## config.mk

```make
export PLATFORM = sky130hd
export DESIGN_NAME = deskewed_polygon_bounding_box
export DESIGN_NICKNAME = d
export VERILOG_FILES = /design/src/rtl/dpbb_pkg.sv /design/src/rtl/deskewed_polygon_bounding_box.sv /design/src/rtl/dpbb_datapath.sv /design/src/rtl/dpbb_ctrl.sv
export VERILOG_INCLUDE_DIRS = /design/src /design/src/rtl
export SDC_FILE = /design/constraint.sdc
export NUM_CORES = 1
export LEC_CHECK = 0
export BUFFER_PORTS_ARGS = -buffer_cell sky130_fd_sc_hd__buf_2
export CORE_ASPECT_RATIO = 0.5
export CORE_MARGIN = 5
export CORE_UTILIZATION = 45
export CTS_CLUSTER_DIAMETER = 120
export DETAILED_ROUTE_END_ITERATION = 8
export PLACE_DENSITY = 0.71
export SYNTH_ARGS = -nofsm -noshare
export SYNTH_HDL_FRONTEND = slang
export SYNTH_SLANG_ARGS = --single-unit
```

## constraint.sdc

```tcl
create_clock -name clk -period 11.5 [get_ports clk]
set_clock_uncertainty 0.2 [all_clocks]
set_input_delay 1.725 -clock clk [delete_from_list [all_inputs] [get_ports clk]]
set_output_delay 1.725 -clock clk [all_outputs]
set_load 0.02 [all_outputs]
```

## src/rtl/deskewed_polygon_bounding_box_macros.svh

```systemverilog
// Assertion macros shared by the deskewed polygon bounding box RTL.
// No dependencies; included by the modules that carry assertions.
`ifndef DESKEWED_POLYGON_BOUNDING_BOX_MACROS_SVH
`define DESKEWED_POLYGON_BOUNDING_BOX_MACROS_SVH
`ifndef SYNTHESIS
`define DPBB_ASSERT(label, clk, rst, prop, msg) \
  label: assert property (@(posedge clk) disable iff (rst) prop) else $error(msg);
`define DPBB_ASSERT_RST(label, clk, prop, msg) \
  label: assert property (@(posedge clk) prop) else $error(msg);
`else
`define DPBB_ASSERT(label, clk, rst, prop, msg)
`define DPBB_ASSERT_RST(label, clk, prop, msg)
`endif
`endif

```

## src/rtl/dpbb_pkg.sv

```systemverilog
// Package for the deskewed polygon bounding box: widths, controller states,
// command/status structs and shear arithmetic helpers. No dependencies.
package dpbb_pkg;

  localparam int COORD_W     = 16;
  localparam int SKEW_W      = 13;
  localparam int BOX_W       = 18;
  localparam int SHEAR_SHIFT = 11;
  localparam int SHEAR_ROUND = (1 << SHEAR_SHIFT) - 1;
  localparam int PROD_W      = BOX_W + SKEW_W;
  localparam int QUOT_W      = PROD_W - SHEAR_SHIFT;
  localparam int SUM_W       = QUOT_W + 1;
  localparam int IN_DATA_W   = 2 * COORD_W;
  localparam int OUT_DATA_W  = 4 * BOX_W;

  typedef enum logic [2:0] {
    ST_IDLE,
    ST_MUL_Y,
    ST_SHEAR_Y,
    ST_MUL_X,
    ST_SHEAR_X,
    ST_UPDATE,
    ST_EMIT
  } state_t;

  typedef struct packed {
    logic load;
    logic mul_y;
    logic shear_y;
    logic mul_x;
    logic shear_x;
    logic update;
    logic emit;
  } dp_cmd_t;

  typedef struct packed {
    logic last;
  } dp_status_t;

  // Divide by 2048 truncating toward zero.
  function automatic logic signed [QUOT_W-1:0] trunc_shear(
    input logic signed [PROD_W-1:0] p
  );
    logic signed [PROD_W-1:0] adj;
    if (p[PROD_W-1]) begin
      adj = p + PROD_W'(SHEAR_ROUND);
    end else begin
      adj = p;
    end
    return QUOT_W'(adj >>> SHEAR_SHIFT);
  endfunction

  // Clamp to the signed box coordinate range.
  function automatic logic signed [BOX_W-1:0] sat_box(
    input logic signed [SUM_W-1:0] v
  );
    logic [SUM_W-BOX_W:0] top_bits;
    top_bits = v[SUM_W-1:BOX_W-1];
    if ((&top_bits) || !(|top_bits)) begin
      return v[BOX_W-1:0];
    end else if (v[SUM_W-1]) begin
      return {1'b1, {(BOX_W-1){1'b0}}};
    end else begin
      return {1'b0, {(BOX_W-1){1'b1}}};
    end
  endfunction

endpackage

```

## src/rtl/deskewed_polygon_bounding_box.sv

```systemverilog
// Deskewed polygon bounding box top level.
// Channels: s_axis takes one polygon corner per beat, tdata = {corner_y, corner_x}
// (corner_x in the low 16 bits), tlast marks the final corner of a polygon.
// m_axis gives one box per polygon, tdata = {height, width, top, left}, 18 bits
// each, left in the lowest bits. skew_we/skew_wdata write the 13-bit signed skew.
// Each corner goes through one shared 18x13 multiplier twice (y shear, then x
// shear), each multiply followed by a clamp step, then an update step sets the
// bounds. A new corner is accepted only once the last one is through its steps;
// on the last corner an emit step follows, and the box turns valid on m_axis
// in the same cycle as the block turns ready again.
// Reset clears the skew to zero, drops any pending box and starts a new polygon.
// A box waits in the output register while m_axis_tready is low; corners of the
// next polygon are still accepted and worked, and the next box holds in its
// emit step until the previous one is taken.
// Depends on dpbb_pkg, dpbb_ctrl and dpbb_datapath.
module deskewed_polygon_bounding_box (
  input  logic                             clk,
  input  logic                             rst,
  input  logic                             skew_we,
  input  logic [dpbb_pkg::SKEW_W-1:0]      skew_wdata,
  input  logic                             s_axis_tvalid,
  output logic                             s_axis_tready,
  input  logic [dpbb_pkg::IN_DATA_W-1:0]   s_axis_tdata,   // corner_x, corner_y
  input  logic                             s_axis_tlast,   // last_corner
  output logic                             m_axis_tvalid,
  input  logic                             m_axis_tready,
  output logic [dpbb_pkg::OUT_DATA_W-1:0]  m_axis_tdata    // left, top, width, height
);
  import dpbb_pkg::*;

  dp_cmd_t    cmd;
  dp_status_t status;

  dpbb_ctrl u_ctrl (
    .clk       (clk),
    .rst       (rst),
    .in_valid  (s_axis_tvalid),
    .in_ready  (s_axis_tready),
    .out_valid (m_axis_tvalid),
    .out_ready (m_axis_tready),
    .status    (status),
    .cmd       (cmd)
  );

  dpbb_datapath u_datapath (
    .clk        (clk),
    .rst        (rst),
    .skew_we    (skew_we),
    .skew_wdata (skew_wdata),
    .in_data    (s_axis_tdata),
    .in_last    (s_axis_tlast),
    .cmd        (cmd),
    .status     (status),
    .out_data   (m_axis_tdata)
  );

endmodule

```

## src/rtl/dpbb_datapath.sv

```systemverilog
// Datapath: skew register, shared shear multiplier, running bounds and
// result register. Depends on dpbb_pkg; driven by dpbb_ctrl commands.
module dpbb_datapath (
  input  logic                             clk,
  input  logic                             rst,
  input  logic                             skew_we,
  input  logic [dpbb_pkg::SKEW_W-1:0]      skew_wdata,
  input  logic [dpbb_pkg::IN_DATA_W-1:0]   in_data,
  input  logic                             in_last,
  input  dpbb_pkg::dp_cmd_t                cmd,
  output dpbb_pkg::dp_status_t             status,
  output logic [dpbb_pkg::OUT_DATA_W-1:0]  out_data
);
  import dpbb_pkg::*;

  logic signed [SKEW_W-1:0]  skew;
  logic signed [COORD_W-1:0] x_r;
  logic signed [COORD_W-1:0] y_r;
  logic                      last_r;
  logic signed [PROD_W-1:0]  prod;
  logic signed [BOX_W-1:0]   yd;
  logic signed [BOX_W-1:0]   xd;
  logic signed [BOX_W-1:0]   min_x;
  logic signed [BOX_W-1:0]   min_y;
  logic signed [BOX_W-1:0]   max_x;
  logic signed [BOX_W-1:0]   max_y;
  logic                      first_pending;
  logic signed [BOX_W-1:0]   res_left;
  logic signed [BOX_W-1:0]   res_top;
  logic [BOX_W-1:0]          res_width;
  logic [BOX_W-1:0]          res_height;

  logic signed [BOX_W-1:0]   mul_a;
  logic signed [QUOT_W-1:0]  quot;
  logic signed [SUM_W-1:0]   yd_sum;
  logic signed [SUM_W-1:0]   xd_sum;

  assign mul_a  = cmd.mul_y ? BOX_W'(x_r) : yd;
  assign quot   = trunc_shear(prod);
  assign yd_sum = SUM_W'(y_r) - SUM_W'(quot);
  assign xd_sum = SUM_W'(x_r) + SUM_W'(quot);

  always_ff @(posedge clk) begin
    if (rst) begin
      skew <= '0;
    end else if (skew_we) begin
      skew <= skew_wdata;
    end
  end

  always_ff @(posedge clk) begin
    if (cmd.load) begin
      x_r    <= in_data[COORD_W-1:0];
      y_r    <= in_data[IN_DATA_W-1:COORD_W];
      last_r <= in_last;
    end
    if (cmd.mul_y || cmd.mul_x) begin
      prod <= mul_a * skew;
    end
    if (cmd.shear_y) begin
      yd <= sat_box(yd_sum);
    end
    if (cmd.shear_x) begin
      xd <= sat_box(xd_sum);
    end
    if (cmd.emit) begin
      res_left   <= min_x;
      res_top    <= min_y;
      res_width  <= max_x - min_x;
      res_height <= max_y - min_y;
    end
  end

  always_ff @(posedge clk) begin
    if (rst) begin
      min_x         <= '0;
      min_y         <= '0;
      max_x         <= '0;
      max_y         <= '0;
      first_pending <= 1'b1;
    end else if (cmd.emit) begin
      min_x         <= '0;
      min_y         <= '0;
      max_x         <= '0;
      max_y         <= '0;
      first_pending <= 1'b1;
    end else if (cmd.update) begin
      first_pending <= 1'b0;
      if (first_pending || xd < min_x) min_x <= xd;
      if (first_pending || yd < min_y) min_y <= yd;
      if (first_pending || xd > max_x) max_x <= xd;
      if (first_pending || yd > max_y) max_y <= yd;
    end
  end

  assign status.last = last_r;
  assign out_data    = {res_height, res_width, res_top, res_left};

endmodule

```

## src/rtl/dpbb_ctrl.sv

```systemverilog
// Controller: sequences one corner through the shared multiplier and
// holds the result valid flag. Depends on dpbb_pkg and the macros header.
`include "deskewed_polygon_bounding_box_macros.svh"
module dpbb_ctrl (
  input  logic                  clk,
  input  logic                  rst,
  input  logic                  in_valid,
  output logic                  in_ready,
  output logic                  out_valid,
  input  logic                  out_ready,
  input  dpbb_pkg::dp_status_t  status,
  output dpbb_pkg::dp_cmd_t     cmd
);
  import dpbb_pkg::*;

  state_t state;
  state_t state_next;
  logic   emit_go;

  assign emit_go = !out_valid || out_ready;

  always_ff @(posedge clk) begin
    if (rst) begin
      state <= ST_IDLE;
    end else begin
      state <= state_next;
    end
  end

  always_comb begin
    state_next = state;
    unique case (state)
      ST_IDLE:    if (in_valid) state_next = ST_MUL_Y;
      ST_MUL_Y:   state_next = ST_SHEAR_Y;
      ST_SHEAR_Y: state_next = ST_MUL_X;
      ST_MUL_X:   state_next = ST_SHEAR_X;
      ST_SHEAR_X: state_next = ST_UPDATE;
      ST_UPDATE:  state_next = status.last ? ST_EMIT : ST_IDLE;
      ST_EMIT:    if (emit_go) state_next = ST_IDLE;
      default:    state_next = ST_IDLE;
    endcase
  end

  always_comb begin
    cmd      = '0;
    in_ready = 1'b0;
    unique case (state)
      ST_IDLE: begin
        in_ready = 1'b1;
        cmd.load = in_valid;
      end
      ST_MUL_Y:   cmd.mul_y   = 1'b1;
      ST_SHEAR_Y: cmd.shear_y = 1'b1;
      ST_MUL_X:   cmd.mul_x   = 1'b1;
      ST_SHEAR_X: cmd.shear_x = 1'b1;
      ST_UPDATE:  cmd.update  = 1'b1;
      ST_EMIT:    cmd.emit    = emit_go;
      default: begin
        cmd = '0;
      end
    endcase
  end

  always_ff @(posedge clk) begin
    if (rst) begin
      out_valid <= 1'b0;
    end else if (cmd.emit) begin
      out_valid <= 1'b1;
    end else if (out_ready) begin
      out_valid <= 1'b0;
    end
  end

  `DPBB_ASSERT_RST(a_reset_idle, clk, rst |=> (state == ST_IDLE && !out_valid), "reset must idle the controller")
  `DPBB_ASSERT(a_accept_starts, clk, rst, (in_valid && in_ready) |=> (state == ST_MUL_Y), "accepted beat must start the shear")
  `DPBB_ASSERT(a_hold_pending, clk, rst, (state == ST_EMIT && out_valid && !out_ready) |=> (state == ST_EMIT && out_valid), "pending result overwritten")
  `DPBB_ASSERT(a_valid_from_emit, clk, rst, $rose(out_valid) |-> ($past(state) == ST_EMIT), "result raised outside emit")
  `DPBB_ASSERT(a_non_last_returns, clk, rst, (state == ST_UPDATE && !status.last) |=> (state == ST_IDLE && !cmd.emit), "non-last corner must not emit")

endmodule
```

==> impl_results.md, run 1 <==
* Outcome: finished clean
* MaxCap Viol Count at 0
* Post-CTS Setup Bufs at 0
* Worst path bufs/invs at 5
* Area share of the largest cell type after synthesis at 0.221
* GP Congestion at 0.906
* Clock buffer depth at 3
* Num CTS Buffers at 27
* Worst-Skew Late Latency at 0.57 ns
* Area grow syn2layout at 9.46%
* Initial Utilization at 0.452
* Area of the mapped netlist at 23300 µm²
* Layout Nets at approximately 2900
* Pins Over Slew Limit at 0
* Comb pwr share at 0.581
* Initial antenna violation count at 0
* First-pass DRT Iterations at 6
* RSZ-0062 raised after global routing: no
* PwrDens at approximately 220 nW/µm²
* Critical Path End Type: register
* Pin count of the biggest net entering global routing at 92
* Register area share after synthesis at 0.299
* Setup ws final at 3.26 ns
* Synth unique cells at 69
* Post-synth EDFFs at 172
* Mapped Avg Cell Area at 9.81 µm²
* Layout cells sized above 1 at 0.0957
* CP top delay family: adder cells
* Worst r2r src: u_ctrl.state[0]$_SDFFE_PP0P_
* VDD IR-drop max at 144 µV
* Area contributors post-synth: edfxtp_1 (22%), fa_1 (19%), ha_1 (12%)
* Critical path class: reg -> reg
* DRT iter0 DRCs at approximately 1200
* Hold_buf cts at 0
* Switching part of the total at 0.430
* Synth Net Count at 2870
* Cell accounting for the most synthesized area: edfxtp_1
* Critical Path Max Stage Delay at 0.55 ns
* NetSw at ~0.0024 W
* First-pass GRT wire length at 89.3 mm
* Fin. Hold Viols at 0
* Tot GR Track Use at 0.192
* Rel. slew slack at 0.190
* Ports at 125
* Vias at approximately 17000
* Routed vias/inst at between 5 and 6
* CORE AREA at 51600 µm²
* Overflow left after global routing at 0
* Vias in the first global route at 17000
* Slew @ Worst Pin at 1.22 ns
* Maximum fanout along the worst path at 34
* Commonest cells in the netlist: inv_1 (363), nand2_1 (245), fa_1 (221), ha_1 (221), edfxtp_1 (172)
* Sequential share of power at 0.249
* Synth warn at 0
* Die W at 332 µm
* P_leak at 11.4 nW
* Setup TNS at 0 ns
* Crit path from: u_ctrl.state[0]$_SDFFE_PP0P_
* Hold_sp: u_datapath.min_x[4]$_SDFFE_PP0P_
* Clock sinks at between 200 and 300
* Final setup fails at 0
* Clock share of power at 0.170
* Fmax achieved at approximately 0.12 GHz
* Reg clk slew, reported paths at around 0.060 ns
* Setup crit start kind: register
* Clk root buf: clkbuf_16
* CP Data Required Time at 11.61 ns
* Main synth FF type: edfxtp_1
* Final worst-path cycle share at 0.717
* Die H at 171 µm
* CTS tree: built
* CP dominant cell by count: fa_1
* Worst EP arrival at 8.35 ns
* DIE AREA at roughly 57000 µm²
* Number of diodes at 0
* Post-route ant nets at 0
* Dpl ws at between 3 and 4 ns
* # port buffers at 124
* Most frequent cell after synthesis: inv_1
* Mapped Cells at 2377
* WL final at approximately 54 mm
* Post_cts resized at 0
* Drt drc at 0
* H-Tree Depth at 1
* CP max stage cell: fa_1
* Minimum clock period at 8.24 ns
* Hold Crit Class: reg -> reg
* Internal power at 0.00315 W
* Hpwl dp at 43.4 mm
* Number of synthesized register bits at between 200 and 300
* Async S/R FF share, synth at 0
* Routed wire per std cell at 17.1 µm
* Placement Rows at 59
==> worst reg2reg max path, cell delays in order, from the launching register on <==
cell and delay, ns:
dfxtp_1 0.53, nor2b_2 0.20, buf_4 0.38, nand2_1 0.45, nand2_1 0.18, nand2_1 0.33
and2_1 0.34, fa_1 0.54, inv_1 0.05, fa_1 0.47, inv_1 0.05, fa_1 0.49
fa_1 0.55, inv_1 0.05, fa_1 0.35, inv_1 0.08, fa_1 0.42, ha_1 0.34
and3_1 0.20, and3_1 0.19, a211o_1 0.30, o21ai_1 0.33, o311ai_0 0.26, a31o_2 0.28
a21o_1 0.18, a21oi_1 0.16, xnor2_1 0.09
==> sequential cells by signal, summed over array words and instances, names as in the netlist <==
signal	cells
u_datapath.min_x	18
u_datapath.status	1
u_datapath.res_left	18
u_datapath.x_r	16
u_datapath.max_y	18
u_datapath.min_y	18
u_datapath.res_width	18
u_datapath.yd	18
u_ctrl.state	3
u_datapath.res_height	18
u_datapath.y_r	16
u_datapath.first_pending	1
u_datapath.prod	31
u_ctrl.out_valid	1
u_datapath.res_top	18
u_datapath.max_x	18
u_datapath.xd	18
u_datapath.skew	13
==> stage by stage <==
stage | std cells | utilization | hold slack (ns) | total power, W | area (µm²)
after floorplan | 2377 | - | 0.224 | 0.00383 | 23300
after global routing | 3177 | 0.495 | 0.272 | 0.00602 | 25500
after global placement | 3126 | 0.476 | 0.245 | 0.00450 | 24600
after detailed placement | 3126 | 0.476 | 0.239 | 0.00457 | 24600
after CTS | 3176 | 0.494 | 0.254 | 0.00554 | 25500
final | 3177 | 0.495 | 0.250 | 0.00552 | 25500
==> worst paths after layout <==
check	endpoint	slack, ns	depth (start not counted)
setup / recovery	u_datapath.prod[29]$_DFFE_PP_	3.26	26
hold / removal	u_datapath.res_left[4]$_DFFE_PP_	0.25	0
setup reg to reg	u_datapath.prod[29]$_DFFE_PP_	3.26	26
hold reg to reg	u_datapath.res_left[4]$_DFFE_PP_	0.25	0
==> area by class of cell <==
cell class                      instances  area (µm²)
Timing Repair Buffer                  136         731
Clock inverter                         15         219
Tap cell                              701         877
Clock buffer                           35         726
Multi-Input combinational cell       1665       14600
Inverter                              363        1360
Sequential cell                       262        6970
Fill cell                            4747       26100
==> power groups by stage <==
stage          sequential [W]  combinational, W  clock (W)
2_1_floorplan         0.00132           0.00252          0
3_3_place_gp          0.00139           0.00312          0
3_5_place_dp          0.00139           0.00319          0
4_1_cts               0.00137           0.00322   0.000958
5_1_grt               0.00138           0.00365   0.000999
6_report              0.00137           0.00321   0.000939
==> layout by cell type, fill, tap and decap left out, types with 27 or more instances in the layout <==
master,instances
a21oi_1,104
buf_2,124
xor2_1,38
inv_1,363
clkbuf_16,27
a21o_1,63
nor2b_1,27
fa_1,221
edfxtp_1,172
o21ai_0,65
nor2_1,96
dfxtp_1,90
nand3_1,90
and2_1,93
xnor2_1,77
nand2_1,245
ha_1,221
mux2i_1,50
==> routing by layer <==
metal	vias up	wire, µm	GRT usage
met4	0	1850	0.0588
li1	8120	-	-
met3	113	2820	0.0213
met2	418	26000	0.335
met5	-	0	0
met1	8344	23700	0.255
==> cell families after synthesis <==
group           Yosys count  synth area share
buf+inv                 450            0.0746
compound gates          375             0.108
fa+ha+maj               442             0.308
xor+xnor                116            0.0439
simple gates            664             0.136
mux                      68            0.0302
flops                   262             0.299
No activity file was read; power rests on OpenSTA's default activity.
==> run 2, diff against run 1 <==
--- a/config.mk
+++ b/config.mk
@@ -6,13 +6,14 @@
 export SDC_FILE = /design/constraint.sdc
 export NUM_CORES = 1
 export LEC_CHECK = 0
+export ABC_AREA = 1
 export BUFFER_PORTS_ARGS = -buffer_cell sky130_fd_sc_hd__buf_2
 export CORE_ASPECT_RATIO = 0.5
 export CORE_MARGIN = 5
 export CORE_UTILIZATION = 45
 export CTS_CLUSTER_DIAMETER = 120
 export DETAILED_ROUTE_END_ITERATION = 8
-export PLACE_DENSITY = 0.71
+export PLACE_DENSITY = 0.73
 export SYNTH_ARGS = -nofsm -noshare
 export SYNTH_HDL_FRONTEND = slang
 export SYNTH_SLANG_ARGS = --single-unit
==> constraint.sdc (replaced) <==
create_clock -name clk -period 6.96 [get_ports clk]
set_clock_uncertainty 0.2 [all_clocks]
set_input_delay 1.044 -clock clk [delete_from_list [all_inputs] [get_ports clk]]
set_output_delay 1.044 -clock clk [all_outputs]
set_load 0.02 [all_outputs]
==> run 2 against run 1 <==
Effect of this change:
- the flow now finishes with violations (design-rule violations)
- largest power group unchanged
- total power grew to 2.5 times the previous value
- highest routed layer unchanged
- combinational power grew to 3.1 times the previous value
- worst hold slack improved by 0.0053 ns
- clock power rose by 63%
- setup slack lost 2.8 ns
- maximum frequency rose by 26%
- final cell count grew 24%
- wire length is 22% higher
- synthesized cell count increased by 30%
- register-to-register slack worse by 2.8 ns
- die area increased by 5.8%
- core utilization up 0.85 points
==> impl_results.md, run 2 <==
* Minimum clock period at 6.53 ns (-1.71 ns)
* CP top delay family: adder cells
* VDD IR-drop max at 571 µV (+300%)
* RSZ-0062 raised after global routing: no
* Setup crit start kind: register
* Critical path class: reg -> reg
* R2R setup slack at 0.43 ns (-2.83 ns)
* CORE AREA at 54100 µm² (+4.8%)
* Placement Rows at 60 (+1.7%)
* Post-synth EDFFs at 172 (unchanged)
* Failing checks: design-rule violations
* First-pass GRT wire length at 107 mm (+20%)
* Worst hold slack at 0.255 ns (+0.00534 ns)
* Die H at 176 µm (+2.8%)
* Setup TNS at 0 ns (unchanged)
* Routed wire per std cell at 16.8 µm (-1.6%)
* Outcome: finished, violations left
* CP dominant cell by count: inv_1
* Hold_buf cts at 0 (unchanged)
* CP max stage cell: fa_1
* Fin. Hold Viols at 0 (unchanged)
* Synth Net Count at 3591 (+25%)
* Synth warn at 0 (unchanged)
* Clock share of power at 0.110 (-0.060)
* Sequential share of power at 0.177 (-0.072)
* Worst EP arrival at 6.67 ns (-1.68 ns)
* WL final at 66.4 mm (+22%)
* Reg clk slew, reported paths at 0.07 ns (about the same)
* Rel. slew slack at 0.169 (-0.0207)
* Hold Crit Class: reg -> reg
* Crit path from: u_ctrl.state[0]$_SDFFE_PP0P_
* DP Area at 26200 µm² (+6.8%)
* Most frequent cell after synthesis: nand2_1
* Final setup fails at 0 (unchanged)
* Area of the mapped netlist at 24700 µm² (+6.1%)
* Num CTS Buffers at 27 (unchanged)
* Critical Path Max Stage Delay at 0.53 ns (-0.02 ns)
* Fmax achieved at 0.153 GHz (+26%)
* Switching part of the total at 0.516 (+0.0863)
* Clock buffer depth at 3 (unchanged)
* Maximum fanout along the worst path at 16 (-53%)
* # port buffers at 124 (unchanged)
* Vias at 20600 (+21%)
* Async S/R FF share, synth at 0 (unchanged)
* Pins Over Slew Limit at 0 (unchanged)
* Area grow syn2layout at 9.94%
* Tot GR Track Use at 0.221 (+0.0285)
* NetSw at 0.00720 W (+200%)
* Hpwl dp at 54.1 mm (+25%)
* Most frequent cells in the layout: nand2_1 (738), inv_1 (604), nor2_1 (301)
* Layout cells sized above 1 at 0.0803 (-0.0154)
* Number of synthesized register bits at 262 (unchanged)
* Critical Path End Type: register
* Mapped Avg Cell Area at 7.99 µm² (-19%)
* Vias in the first global route at 20300 (+19%)
* Worst r2r src: u_ctrl.state[0]$_SDFFE_PP0P_
* Main synth FF type: edfxtp_1
* R2R Path End: u_datapath.prod[28]$_DFFE_PP_
* Register area share after synthesis at 0.282 (-0.0171)
* Met3 wire length at 5.35 mm (+90%)
* Worst path bufs/invs at 8 (+3)
* Clock sinks at 262 (unchanged)
* Top Layer Used: met4
* WP depth at 27 (+3.8%)
* Commonest cells in the netlist: nand2_1 (739), inv_1 (604), nor2_1 (306)
* Layout Nets at 3709 (+26%)
* Leading cell type in the layout, fill and taps excluded: nand2_1
* Final worst-path cycle share at 0.938 (+0.222)
* Clk root buf: clkbuf_16
* Overflow left after global routing at 0 (unchanged)
* First-pass DRT Iterations at 9 (+3)
* Slew @ Worst Pin at 1.24 ns (+0.0283 ns)
* Worst-Skew Late Latency at 0.59 ns (+0.02 ns)
* Mapped Cells at 3098 (+30%)
* GP Congestion at 0.963 (+6.2%)
* Pin count of the biggest net entering global routing at 84 (-8.7%)
* DIE AREA at 60000 µm² (+5.8%)
* H-Tree Depth at 1 (unchanged)
* Area share of the largest cell type after synthesis at 0.209 (-0.0127)
* P_leak at 13.3 nW (+17%)
* Initial antenna violation count at 0 (unchanged)
* CP Data Required Time at 7.10 ns (-4.51 ns)
* Ports at 125 (unchanged)
* Area contributors post-synth: edfxtp_1 (21%), fa_1 (18%), nand2_1 (11%)
* Critical Path End: u_datapath.prod[28]$_DFFE_PP_
* Synth unique cells at 45 (-35%)
* Cell accounting for the most synthesized area: edfxtp_1
* Die W at 342 µm (+2.9%)
* Initial Utilization at 0.458 (+0.00576)
* M1 WL at 28.6 mm (+21%)
* Post-route ant nets at 0 (unchanged)
* Drt drc at 3 (+3)
* Biggest register: u_datapath.prod
* Routed vias/inst at 5.21 (-2.6%)
* Max reg flops at 31 (unchanged)
* Number of diodes at 0 (unchanged)
* MaxCap Viol Count at 0 (unchanged)
* CTS tree: built
* R2R cell count at 27 (+3.8%)
* Design Area, Final at 27200 µm² (+6.5%)
* Internal power at 0.00676 W (+110%)
* DRT iter0 DRCs at 1764 (+43%)
* Comb pwr share at 0.713 (+0.132)
* PwrDens at 513 nW/µm² (+140%)
* Met2 routed WL at 30.1 mm (+16%)
run 2: how the worst min path moves through the flow:
stage	from	to	slack, ns	depth (start not counted)
2_1_floorplan	u_datapath.min_x[10]$_SDFFE_PP0P_	u_datapath.res_left[10]$_DFFE_PP_	0.23	0
6_report	u_datapath.min_x[2]$_SDFFE_PP0P_	u_datapath.res_left[2]$_DFFE_PP_	0.25	0
4_1_cts	u_datapath.min_x[2]$_SDFFE_PP0P_	u_datapath.res_left[2]$_DFFE_PP_	0.26	0
3_5_place_dp	u_datapath.min_y[13]$_SDFFE_PP0P_	u_datapath.res_top[13]$_DFFE_PP_	0.24	0
3_3_place_gp	u_datapath.min_x[10]$_SDFFE_PP0P_	u_datapath.res_left[10]$_DFFE_PP_	0.25	0
5_1_grt	u_datapath.min_y[10]$_SDFFE_PP0P_	u_datapath.res_top[10]$_DFFE_PP_	0.27	0
run 2: cells by family (layout without fill, tap and decap cells):
logic type	Yosys count	after routing	synth area share
AOI/OAI and AO/OA	318	318	0.0701
xor gates and xnor gates	108	108	0.0382
adders and majority gates	442	442	0.291
buffers and inverters	677	816	0.105
DFF	262	262	0.282
and+or+nand+nor	1291	1291	0.215
run 2: worst register-to-register path, delay by kind of cell (launching register included):
kind	cells	cell delay [ns]
flops	1	0.35
simple gates	6	0.65
fa+ha+maj	7	3.08
xor+xnor	1	0.13
buf+inv	8	0.85
compound gates	5	1.01
run 2: metrics by stage:
| step | power (W) | utilization | setup slack [ns] | instances |
|---|---|---|---|---|
| after floorplan | 0.00977 | - | 0.888 | 3098 |
| after global placement | 0.0121 | 0.485 | 0.342 | 3899 |
| after detailed placement | 0.0123 | 0.485 | 0.253 | 3899 |
| after CTS | 0.0139 | 0.502 | 0.216 | 3949 |
| after global routing | 0.0155 | 0.503 | 0.0601 | 3950 |
| final | 0.0140 | 0.503 | 0.430 | 3950 |
run 2: per-layer routing:
| metal | GRT usage | vias up |
|---|---|---|
| li1 | - | 9944 |
| met1 | 0.294 | 9738 |
| met2 | 0.362 | 748 |
| met3 | 0.0474 | 145 |
| met4 | 0.0698 | 0 |
| met5 | 0 | - |
run 2: timing repair:
item | 4_1_cts | 5_1_grt
setup buffers | 0 | 1
endpoints found under the setup margin | 0 | 11
gates resized for setup | 0 | 13
run 2: power by group through the flow:
stage          clock, W  sequential, W  combinational, W
2_1_floorplan         0        0.00242           0.00735
6_report        0.00153        0.00248           0.00996
5_1_grt         0.00163        0.00249            0.0113
3_5_place_dp          0        0.00250           0.00976
4_1_cts         0.00156        0.00247           0.00986
3_3_place_gp          0        0.00250           0.00960
run 2: layout make-up:
type | count | area [µm²]
Timing Repair Buffer | 154 | 846
Multi-Input combinational cell | 2159 | 15300
Clock buffer | 40 | 796
Clock inverter | 10 | 133
Sequential cell | 262 | 6970
Inverter | 612 | 2310
Tap cell | 713 | 892
Fill cell | 5185 | 26900
